[src/hdl/ordf_pkg.sv]
// Shared types and constants of the order record deframer.
package ordf_pkg;

    // Record tags.
    localparam logic [7:0] TAG_LIMIT  = 8'h01;
    localparam logic [7:0] TAG_MARKET = 8'h02;
    localparam logic [7:0] TAG_IOC    = 8'h03;
    localparam logic [7:0] TAG_CXL    = 8'h04;
    localparam logic [7:0] TAG_AMEND  = 8'h05;

    // Payload lengths in bytes per layout.
    localparam logic [31:0] LEN_PRICED  = 32'(1 + 8 + 1 + 8 + 8);
    localparam logic [31:0] LEN_MARKET  = 32'(1 + 8 + 1 + 8);
    localparam logic [31:0] LEN_CANCEL  = 32'(1 + 8);
    localparam logic [31:0] LEN_REPLACE = 32'(1 + 8 + 8 + 8 + 8);

    localparam logic [15:0] MAX_LEN_RESET = 16'd1024;

    // Data fields of an event on the output bus: 33 whole bytes, no padding.
    localparam int OUT_BITS = 64 + 64 + 8 + 64 + 64;

    typedef enum logic [3:0] {
        EV_LIMIT     = 4'd0,
        EV_MARKET    = 4'd1,
        EV_IOC       = 4'd2,
        EV_CANCEL    = 4'd3,
        EV_REPLACE   = 4'd4,
        EV_CLEAN_END = 4'd5,
        EV_TRUNCATED = 4'd6,
        EV_BAD_LEN   = 4'd7,
        EV_BAD_TAG   = 4'd8,
        EV_MISMATCH  = 4'd9
    } t_kind;

    // First member sits in the top bits, so event_kind lands at bit 0.
    typedef struct packed {
        logic signed [63:0] quantity;
        logic signed [63:0] price;
        logic signed [7:0]  side;
        logic [63:0]        new_order_id;
        logic [63:0]        order_id;
        t_kind              event_kind;
    } t_event;

    typedef struct packed {
        logic   vld;
        t_event ev;
    } t_res;

endpackage

[src/hdl/ordf_decode.sv]
// Record parser: prefix and payload tracking, field assembly, event decode.
module ordf_decode
    import ordf_pkg::*;
(
    input  logic        i_clk,
    input  logic        i_rst_n,
    input  logic        i_step,
    input  logic [7:0]  i_byte,
    input  logic        i_eos,
    input  logic [15:0] i_max_len,
    output t_res        o_res
);

    typedef enum logic [1:0] {
        PH_LENGTH,
        PH_PAYLOAD,
        PH_HALTED
    } t_phase;

    t_phase      r_phase, n_phase;
    logic [15:0] r_pos, n_pos;
    logic [31:0] r_len, n_len;
    logic [7:0]  r_tag, n_tag;
    logic [63:0] r_id0, n_id0;
    logic [63:0] r_id1, n_id1;
    logic [7:0]  r_side, n_side;
    logic [63:0] r_price, n_price;
    logic [63:0] r_qty, n_qty;

    logic        last;
    logic        known;
    logic [31:0] want;
    t_kind       kind;

    // Drop byte b into lane (pos - start) when pos falls inside the field.
    function automatic logic [63:0] put_le(logic [63:0] acc, logic [15:0] pos,
                                           logic [15:0] start, logic [7:0] b);
        logic [63:0] res;
        res = acc;
        for (int k = 0; k < 8; k++) begin
            if (pos == start + 16'(k)) begin
                res[8*k +: 8] = b;
            end
        end
        return res;
    endfunction

    always_comb begin
        n_phase = r_phase;
        n_pos   = r_pos;
        n_len   = r_len;
        n_tag   = r_tag;
        n_id0   = r_id0;
        n_id1   = r_id1;
        n_side  = r_side;
        n_price = r_price;
        n_qty   = r_qty;
        o_res   = '0;
        last    = 1'b0;
        known   = 1'b1;
        want    = LEN_PRICED;
        kind    = EV_LIMIT;

        if (i_step && r_phase != PH_HALTED) begin
            if (i_eos) begin
                o_res.vld           = 1'b1;
                o_res.ev.event_kind = (r_phase == PH_LENGTH && r_pos == 16'd0)
                                      ? EV_CLEAN_END : EV_TRUNCATED;
                n_phase = PH_LENGTH;
                n_pos   = 16'd0;
                n_len   = 32'd0;
            end else if (r_phase == PH_LENGTH) begin
                if (r_pos[1:0] == 2'd0) begin
                    n_len = {24'd0, i_byte};
                end else begin
                    n_len[8*r_pos[1:0] +: 8] = i_byte;
                end
                if (r_pos[1:0] != 2'd3) begin
                    n_pos = {14'd0, r_pos[1:0]} + 16'd1;
                end else if (n_len == 32'd0 || n_len > {16'd0, i_max_len}) begin
                    n_phase             = PH_HALTED;
                    o_res.vld           = 1'b1;
                    o_res.ev.event_kind = EV_BAD_LEN;
                end else begin
                    n_phase = PH_PAYLOAD;
                    n_pos   = 16'd0;
                end
            end else begin
                if (r_pos == 16'd0) begin
                    n_tag   = i_byte;
                    n_id0   = '0;
                    n_id1   = '0;
                    n_side  = '0;
                    n_price = '0;
                    n_qty   = '0;
                end else begin
                    case (r_tag)
                        TAG_LIMIT, TAG_IOC: begin
                            n_id0   = put_le(r_id0, r_pos, 16'd1, i_byte);
                            n_price = put_le(r_price, r_pos, 16'd10, i_byte);
                            n_qty   = put_le(r_qty, r_pos, 16'd18, i_byte);
                            if (r_pos == 16'd9) begin
                                n_side = i_byte;
                            end
                        end
                        TAG_MARKET: begin
                            n_id0 = put_le(r_id0, r_pos, 16'd1, i_byte);
                            n_qty = put_le(r_qty, r_pos, 16'd10, i_byte);
                            if (r_pos == 16'd9) begin
                                n_side = i_byte;
                            end
                        end
                        TAG_CXL: begin
                            n_id0 = put_le(r_id0, r_pos, 16'd1, i_byte);
                        end
                        TAG_AMEND: begin
                            n_id0   = put_le(r_id0, r_pos, 16'd1, i_byte);
                            n_id1   = put_le(r_id1, r_pos, 16'd9, i_byte);
                            n_price = put_le(r_price, r_pos, 16'd17, i_byte);
                            n_qty   = put_le(r_qty, r_pos, 16'd25, i_byte);
                        end
                        default: ;
                    endcase
                end

                last = ({16'd0, r_pos} + 32'd1) >= r_len;

                unique case (n_tag)
                    TAG_LIMIT:  begin want = LEN_PRICED;  kind = EV_LIMIT;   end
                    TAG_MARKET: begin want = LEN_MARKET;  kind = EV_MARKET;  end
                    TAG_IOC:    begin want = LEN_PRICED;  kind = EV_IOC;     end
                    TAG_CXL:    begin want = LEN_CANCEL;  kind = EV_CANCEL;  end
                    TAG_AMEND:  begin want = LEN_REPLACE; kind = EV_REPLACE; end
                    default:    known = 1'b0;
                endcase

                if (!last) begin
                    n_pos = r_pos + 16'd1;
                end else begin
                    o_res.vld = 1'b1;
                    if (!known) begin
                        n_phase             = PH_HALTED;
                        o_res.ev.event_kind = EV_BAD_TAG;
                    end else if (r_len != want) begin
                        n_phase             = PH_HALTED;
                        o_res.ev.event_kind = EV_MISMATCH;
                    end else begin
                        // Unused fields were cleared on the tag byte.
                        n_phase               = PH_LENGTH;
                        n_pos                 = 16'd0;
                        o_res.ev.event_kind   = kind;
                        o_res.ev.order_id     = n_id0;
                        o_res.ev.new_order_id = n_id1;
                        o_res.ev.side         = n_side;
                        o_res.ev.price        = n_price;
                        o_res.ev.quantity     = n_qty;
                    end
                end
            end
        end
    end

    always_ff @(posedge i_clk) begin
        if (!i_rst_n) begin
            r_phase <= PH_LENGTH;
            r_pos   <= 16'd0;
        end else begin
            r_phase <= n_phase;
            r_pos   <= n_pos;
        end
        r_len   <= n_len;
        r_tag   <= n_tag;
        r_id0   <= n_id0;
        r_id1   <= n_id1;
        r_side  <= n_side;
        r_price <= n_price;
        r_qty   <= n_qty;
    end

endmodule

[src/hdl/ordf_obuf.sv]
// Output register with one skid entry for the event stream.
module ordf_obuf
    import ordf_pkg::*;
(
    input  logic   i_clk,
    input  logic   i_rst_n,
    input  t_res   i_push,
    input  logic   i_ready,
    output logic   o_valid,
    output t_event o_event,
    output logic   o_full
);

    logic   r_out_vld;
    logic   r_skid_vld;
    t_event r_out;
    t_event r_skid;
    logic   out_free;

    assign out_free = !r_out_vld || i_ready;
    assign o_valid  = r_out_vld;
    assign o_event  = r_out;
    assign o_full   = r_skid_vld;

    always_ff @(posedge i_clk) begin
        if (!i_rst_n) begin
            r_out_vld  <= 1'b0;
            r_skid_vld <= 1'b0;
        end else if (out_free) begin
            // Drain the skid entry first; no push arrives while it is full.
            if (r_skid_vld) begin
                r_out_vld  <= 1'b1;
                r_skid_vld <= 1'b0;
            end else begin
                r_out_vld <= i_push.vld;
            end
        end else if (i_push.vld) begin
            r_skid_vld <= 1'b1;
        end

        if (out_free) begin
            r_out <= r_skid_vld ? r_skid : i_push.ev;
        end
        if (!out_free && i_push.vld) begin
            r_skid <= i_push.ev;
        end
    end

endmodule

[src/hdl/order_record_deframer_unit.sv]
// Top level of the order record deframer: input register, parser, output buffer.
//
// Usage:
//   Slave stream carries the journal one byte per word: tdata holds the byte,
//   tlast marks end of stream (its tdata is ignored). Each record is a 4-byte
//   little-endian length followed by a tag byte and little-endian fields.
//   Master stream carries one decoded event per record, or a status event
//   (clean end, truncated, bad length, unknown tag, length mismatch); tuser
//   holds the event kind, tdata the event fields.
//   Config channel writes max_record_length; write it only while idle.
// Throughput: one byte per cycle. The parser works on a registered byte and
//   decodes it combinationally, so the input register drains each cycle while
//   the output skid entry is empty.
// Path: the accepted byte is held in the input register, decoded by the parser,
//   and the event it completes is registered in the output register or skid entry.
// Stall: when the receiver drops tready, the next event parks in the skid
//   entry; the input side then holds one more byte and stalls until it drains.
// Error: bad length, unknown tag and mismatch halt the parser; bytes are still
//   taken and dropped until reset.
// Reset: synchronous, active low; parser waits for a length prefix and the
//   length limit returns to 1024.
module order_record_deframer_unit
    import ordf_pkg::*;
(
    input  logic                i_clk,
    input  logic                i_rst_n,
    // Journal bytes
    input  logic                i_s_axis_tvalid,
    output logic                o_s_axis_tready,
    input  logic [7:0]          i_s_axis_tdata,   // [7:0] data_byte
    input  logic                i_s_axis_tlast,   // end_of_stream
    // Decoded events
    output logic                o_m_axis_tvalid,
    input  logic                i_m_axis_tready,
    output logic [3:0]          o_m_axis_tuser,   // [3:0] event_kind
    // [63:0] order_id, [127:64] new_order_id, [135:128] side,
    // [199:136] price, [263:200] quantity
    output logic [OUT_BITS-1:0] o_m_axis_tdata,
    // Length limit
    input  logic                i_cfg_valid,
    output logic                o_cfg_ready,
    input  logic [15:0]         i_cfg_data
);

    logic        r_in_vld;
    logic [7:0]  r_in_byte;
    logic        r_in_eos;
    logic [15:0] r_max_len;

    logic        obuf_full;
    logic        adv;
    logic        s_accept;
    t_res        dec_res;
    t_event      out_ev;

    // Advance the held byte into the parser whenever the skid entry is free.
    assign adv             = r_in_vld && !obuf_full;
    assign o_s_axis_tready = !r_in_vld || adv;
    assign s_accept        = i_s_axis_tvalid && o_s_axis_tready;
    assign o_cfg_ready     = 1'b1;

    always_ff @(posedge i_clk) begin
        if (!i_rst_n) begin
            r_in_vld  <= 1'b0;
            r_max_len <= MAX_LEN_RESET;
        end else begin
            if (s_accept) begin
                r_in_vld <= 1'b1;
            end else if (adv) begin
                r_in_vld <= 1'b0;
            end
            if (i_cfg_valid) begin
                r_max_len <= i_cfg_data;
            end
        end
        if (s_accept) begin
            r_in_byte <= i_s_axis_tdata;
            r_in_eos  <= i_s_axis_tlast;
        end
    end

    ordf_decode u_decode (
        .i_clk     (i_clk),
        .i_rst_n   (i_rst_n),
        .i_step    (adv),
        .i_byte    (r_in_byte),
        .i_eos     (r_in_eos),
        .i_max_len (r_max_len),
        .o_res     (dec_res)
    );

    ordf_obuf u_obuf (
        .i_clk   (i_clk),
        .i_rst_n (i_rst_n),
        .i_push  (dec_res),
        .i_ready (i_m_axis_tready),
        .o_valid (o_m_axis_tvalid),
        .o_event (out_ev),
        .o_full  (obuf_full)
    );

    assign o_m_axis_tuser = out_ev.event_kind;
    assign o_m_axis_tdata = {out_ev.quantity, out_ev.price, out_ev.side,
                             out_ev.new_order_id, out_ev.order_id};

endmodule

[config.mk]
export PLATFORM = sky130hd
export DESIGN_NAME = order_record_deframer_unit
export DESIGN_NICKNAME = d
export VERILOG_FILES = /design/src/hdl/ordf_pkg.sv /design/src/hdl/ordf_decode.sv /design/src/hdl/ordf_obuf.sv /design/src/hdl/order_record_deframer_unit.sv
export SDC_FILE = /design/constraint.sdc
export NUM_CORES = 2
export LEC_CHECK = 0
export ABC_CLOCK_PERIOD_IN_PS = 37900
export BUFFER_PORTS_ARGS = -buffer_cell sky130_fd_sc_hd__buf_4
export CORE_MARGIN = 8
export CORE_UTILIZATION = 40
export DETAILED_ROUTE_END_ITERATION = 10
export PLACE_DENSITY = 0.61
export SLEW_MARGIN = 20
export SYNTH_ARGS = -nofsm -noshare
export SYNTH_HDL_FRONTEND = slang
export SYNTH_HIERARCHICAL = 1
export SYNTH_SLANG_ARGS = --single-unit
[constraint.sdc]
create_clock -name i_clk -period 37.9 [get_ports i_clk]
set_clock_uncertainty 0.05 [all_clocks]
set_input_delay 1.895 -clock i_clk [delete_from_list [all_inputs] [get_ports i_clk]]
set_output_delay 1.895 -clock i_clk [all_outputs]
set_load 0.1 [all_outputs]
== Word level (Yosys, flattened, before mapping) ==
Index checks and enable logic that the tools add are counted.

* Bits in registers: 886
* Input port bits: 30
* Output and inout port bits: 271
* Word-level logic and storage cells: 236

* $add $sub $neg: 4
* $lt $le $gt $ge: 2
* Equality and inequality tests: 49
* Shifts and indexed selects: 2
* Muxes and demuxes: 121
* Bitwise logic cells: 3
* Reductions and logical operators: 28

{| class="wikitable"
|+ Operators with widths
! cell !! count
|-
| 264-bit two-way mux || 4
|-
| 269-bit two-way mux || 2
|-
| 8-bit two-way mux || 63
|-
| 64-bit two-way mux || 6
|-
| 268-bit two-way mux || 1
|-
| 16-bit by 5-bit equality test with 1-bit output, second input constant || 16
|-
| 32-bit two-way mux || 8
|-
| 64-bit one-hot mux with 3 select lines || 1
|-
| 16-bit by 4-bit equality test with 1-bit output, second input constant || 8
|-
| 64-bit one-hot mux with 2 select lines || 1
|-
| 16-bit two-way mux || 7
|-
| 16-bit by 3-bit equality test with 1-bit output, second input constant || 4
|-
| 5-bit negator with 34-bit output || 1
|-
| 8-bit by 34-bit variable shift with 32-bit output, first input constant || 1
|-
| 8-bit by 34-bit indexed part select with 32-bit output || 1
|-
| 32-bit bitwise mux || 1
|-
| 16-bit by 2-bit equality test with 1-bit output, second input constant || 2
|-
| 8-bit by 2-bit equality test with 1-bit output, second input constant || 4
|-
| 8-bit by 3-bit equality test with 1-bit output, second input constant || 4
|-
| 32-bit greater-or-equal comparator || 1
|-
| 32-bit by 16-bit > comparator with 1-bit output || 1
|-
| 32-bit logical NOT || 1
|-
| 32-bit inequality test || 1
|-
| 4-bit two-way mux || 5
|-
| 29 further kinds || 65
|}

== Longest topological paths before layout ==
* Depth after elaboration: 18
* Gate-level depth with buffers: 20
* Gate-level depth less buffers: 17

== By module ==
The synthesis kept the hierarchy.

{| class="wikitable"
|+ Modules (own cells, without submodules)
! module !! instances !! cells each !! area an instance (µm²)
|-
| ordf_decode || 1 || 1885 || 20304.5
|-
| ordf_obuf || 1 || 842 || 20243.2
|-
| order_record_deframer_unit || 1 || 68 || 942.2
|}

== Worst setup path before layout ==
Ideal clock, no wire load.

* Kind: input-to-reg
* Start: input i_m_axis_tready
* End: register u_obuf/r_skid[0] in the netlist's numbering, enable pin
* Setup time: 3.354 ns
* Arrival time: 30.717 ns
* Required time: 34.496 ns
* Slack: 3.779 ns
* Cell stages on the path: 2
* Path buffers: 0
* Path through: nand2b_1 -> nor2_1

* Word-level cells in the longest chain between the ends: 3

{| class="wikitable"
|+ RTL lines
! element !! line !! source
|-
| start, declared || order_record_deframer_unit.sv:34 || <nowiki>input logic i_m_axis_tready,</nowiki>
|-
| 1-bit logical OR || ordf_obuf.sv:20 || <nowiki>assign out_free = !r_out_vld || i_ready;</nowiki>
|-
| 1-bit logical NOT || ordf_obuf.sv:44 || <nowiki>if (!out_free && i_push.vld) begin</nowiki>
|-
| 1-bit logical AND || ordf_obuf.sv:44 ||
|-
| end signal, assigned || ordf_obuf.sv:45 || <nowiki>r_skid <= i_push.ev;</nowiki>
|-
| end, declared || ordf_obuf.sv:17 || <nowiki>t_event r_skid;</nowiki>
|}

Every way passes these cells.
A chain may end at the register's enable or synchronous reset.

==> flow_metrics.env <==
export IMPL_wl_mm=99.9
export IMPL_drv_cap=0
export IMPL_area_growth_pct=15.9
export IMPL_io_pins=301
export IMPL_die_x_um=338
export IMPL_synth_enable_flop_cells=849
export IMPL_cts_buffers=96
export IMPL_ys_flop_type="edfxtp_1"
export IMPL_r2r_slack_ps=30530
export IMPL_dieHeight_um=338
export IMPL_seq_area_um2=26200
export IMPL_maxSlewViolCount=0
export IMPL_syn_nets=2862
export IMPL_fin_total_pwr_mw=2.24
export IMPL_initial_core_util=0.402
export IMPL_synth_seq_area_share=0.632
export IMPL_startpoint_type="register"
export IMPL_async_reset_ff_frac=0
export IMPL_clk_latency_ps=670
export IMPL_vias=23699
export IMPL_crit_required_ps=38120
export IMPL_rsz0062_at_grt="no"
export IMPL_fin_crit_sh=0.194
export IMPL_hold_path_class="reg2reg"
export IMPL_antenna_found_initial=0
export IMPL_crit_end="u_obuf/r_skid[105]"
export IMPL_r2r_start="u_decode/r_pos[0]"
export IMPL_hold_violations=0
export IMPL_grt_max_degree=164
export IMPL_crit_type="reg2reg"
export IMPL_worstMarginPinSlew_ps=1220
export IMPL_avgSynthCellArea_um2=14.8
export IMPL_r2r_end="u_obuf/r_skid[105]"
export IMPL_clock_sinks=886
export IMPL_grt_overflow_total=0
export IMPL_startpoint="u_decode/r_pos[0]"
export IMPL_pre_cts_slack_ps=30500
export IMPL_wl_per_cell_um=22.3
export IMPL_rows=118
export IMPL_postCtsSetupBuffers=0
export IMPL_multiInputGateArea_um2=13900
export IMPL_ys_ff_latch=886
export IMPL_drt_iter0_drc=1718
export IMPL_r2r_cells=18
export IMPL_core_area_um2=103000
export IMPL_nFillCells=9032
export IMPL_pwr_density_cell_nw_per_um2=46.5
export IMPL_drive_gt1_frac=0.339
export IMPL_grt_pass1_vias=24173
export IMPL_post_cts_resized=0
export IMPL_die_area_um2=114000
export IMPL_drc_errors=0
export IMPL_slew_headroom=0.189
export IMPL_ant_nets=0
export IMPL_p_leak_nw=17.4
export IMPL_synth_cell_types=74
export IMPL_cts_tree="done"
export IMPL_cts_root_buffer="clkbuf_16"
export IMPL_diodes=0
export IMPL_fin_cells=4489
export IMPL_portBuffers=299
export IMPL_critPathMaxFanout=76
export IMPL_grt_total_usage=0.170
export IMPL_ir_worst_vdd_mv=0.0297
export IMPL_ys_warn_count=6
export IMPL_cp_arrival_ps=7580
export IMPL_path_clk_slew_ps=60
export IMPL_routabilityCongestion=0.820
export IMPL_fmax_mhz=136
export IMPL_vias_per_cell=5.28
export IMPL_placed_cells=4307
export IMPL_dr_pass1_iters=5
export IMPL_finalNetCount=3094
export IMPL_finalCriticalPeriod_ps=7370
export IMPL_place_hpwl_mm=63.0
export IMPL_htree_levels=3
export IMPL_cts_buffer_depth=3
export IMPL_syn_cell_area_um2=41500
export IMPL_outcome="complete, no violations"
export IMPL_endpoint_kind="register"
export IMPL_synth_cells=2795
export IMPL_cts_hold_buf=0
export IMPL_setup_tns_final_ps=0
export IMPL_setup_viol=0
export IMPL_setup_slack_ps=30530
export IMPL_grt_pass1_wl_mm=151
how the worst min path moves through the flow:
stage	from	end	slack, ps	cells after the start
floorplan	r_max_len[10]	r_max_len[10]	390	2
global placement	r_max_len[10]	r_max_len[10]	420	2
detailed placement	r_max_len[10]	r_max_len[10]	420	2
CTS	r_max_len[10]	r_max_len[10]	440	2
global route	r_max_len[10]	r_max_len[10]	460	2
finish	r_max_len[10]	r_max_len[10]	430	2
placed cells by master (no fill, tap or decap), types with 6 or more instances in the layout:
master,n
a21boi_0,10
clkinv_1,18
xnor2_1,11
inv_1,44
o211ai_1,6
o21a_1,8
nor3_2,261
clkinv_2,21
edfxtp_1,849
a311oi_1,7
and2_1,22
clkbuf_1,7
a21oi_1,56
nand3_1,30
a22o_1,6
nor3_1,20
nand2b_1,15
a2bb2oi_1,8
a22oi_1,10
mux2_4,200
nor4_1,9
nor2b_1,30
nor2_1,326
nand4_1,17
o21ai_0,26
mux2i_1,286
nand2_1,87
ha_1,36
and3_1,8
and4_1,6
clkbuf_16,99
mux2_2,68
dfxtp_1,36
buf_4,339
bufinv_16,18
through the flow:
| stage | hold WS (ps) | util | area, um2 |
|---|---|---|---|
| detailed placement | 423 | 0.432 | 44600 |
| floorplan | 392 | - | 41500 |
| global route | 461 | 0.466 | 48100 |
| CTS | 437 | 0.465 | 48000 |
| global placement | 419 | 0.432 | 44600 |
| finish | 435 | 0.466 | 48100 |
layout make-up:
class	instances	share of cell area
Clock buffer	110	0.0532
Sequential cell	886	0.546
Clock inverter	70	0.0181
Multi-Input combinational cell	1655	0.289
Tap cell	1380	0.0359
Timing Repair Buffer	342	0.0543
Inverter	46	0.00375
cells by family (layout without fill, tap and decap cells):
kind of cell             count (synthesis)  after routing  synth area share
flip-flops                             886            886             0.632
AND/OR/NAND/NOR                        868            868             0.130
multiplexers                           554            554             0.160
buffers and inverters                  254            568            0.0338
AO/OA/AOI/OAI                          179            179            0.0291
adder cells (fa/ha/maj)                 37             37            0.0112
XOR/XNOR                                16             16           0.00338
other                                    1              1         0.0000904
state kept, by name, summed over array words and instances (netlist names):
register,cells
u_decode/r_phase,2
r_in_byte,8
r_in_vld,1
u_decode/r_tag,8
r_max_len,16
u_obuf/o_event,268
u_decode/r_id0,64
u_obuf/r_skid,268
u_decode/r_price,64
u_obuf/o_valid,1
u_decode/r_id1,64
u_decode/r_side,8
u_decode/r_pos,16
u_decode/r_len,32
r_in_eos,1
u_decode/r_qty,64
u_obuf/o_full,1
worst max-delay path, cell delays in order (launching register included):
cell,delay [ps]
dfxtp_1,680
inv_1,210
nor3_1,300
and4_1,310
and3_1,330
nand3_1,140
xnor2_1,180
ha_1,320
nand2_1,70
o21ai_0,290
a41oi_1,90
or2_2,300
o21ai_1,390
a21oi_2,310
nor2_1,280
inv_1,130
nor2_4,640
buf_4,880
buf_4,950
metal layers:
layer / global-route usage / part of all wire / wire length, um / vias to the layer above
li1: - / - / - / 10931
met1: 0.236 / 0.45 / 45200 / 12015
met2: 0.277 / 0.48 / 47600 / 615
met3: 0.0275 / 0.050 / 5040 / 138
met4: 0.0444 / 0.021 / 2090 / 0
met5: 0 / 0 / 0 / -
cells in the mapped netlist, types with 6 or more instances:
library cell  instances  area, um2
nor2b_1              30        188
inv_1                45        169
clkbuf_1            124        465
nor3_1               20        100
a22o_1                6       52.6
and2_1               22        138
ha_1                 37        463
o21a_1                8       60.1
o211ai_1              6       45.0
a2bb2oi_1             8       70.1
mux2i_1             286       2860
mux2_2               68        766
nor4_1               10       62.6
nand2b_1             16        100
a21boi_0             10       75.1
buf_2                17       85.1
nand3_1              30        150
buf_1                10       37.5
a21oi_1              57        285
nor2_1              329       1230
buf_6                54        608
nand2_1              87        327
a311oi_1              7       61.3
o21ai_0              26        130
xnor2_1              11       96.3
a22oi_1              10       75.1
and4_1                6       52.6
edfxtp_1            849      25500
nor3_2              263       2630
and3_1                8       50.1
nand4_1              17        106
mux2_4              200       3000
dfxtp_1              37        741
report_power, final:
group | switching [mW] | internal, mW
sequential | 0.00855 | 1.08
combinational | 0.116 | 0.0280
clock | 0.394 | 0.609
total | 0.519 | 1.72
Note: power is estimated with default switching activity, not from simulation.
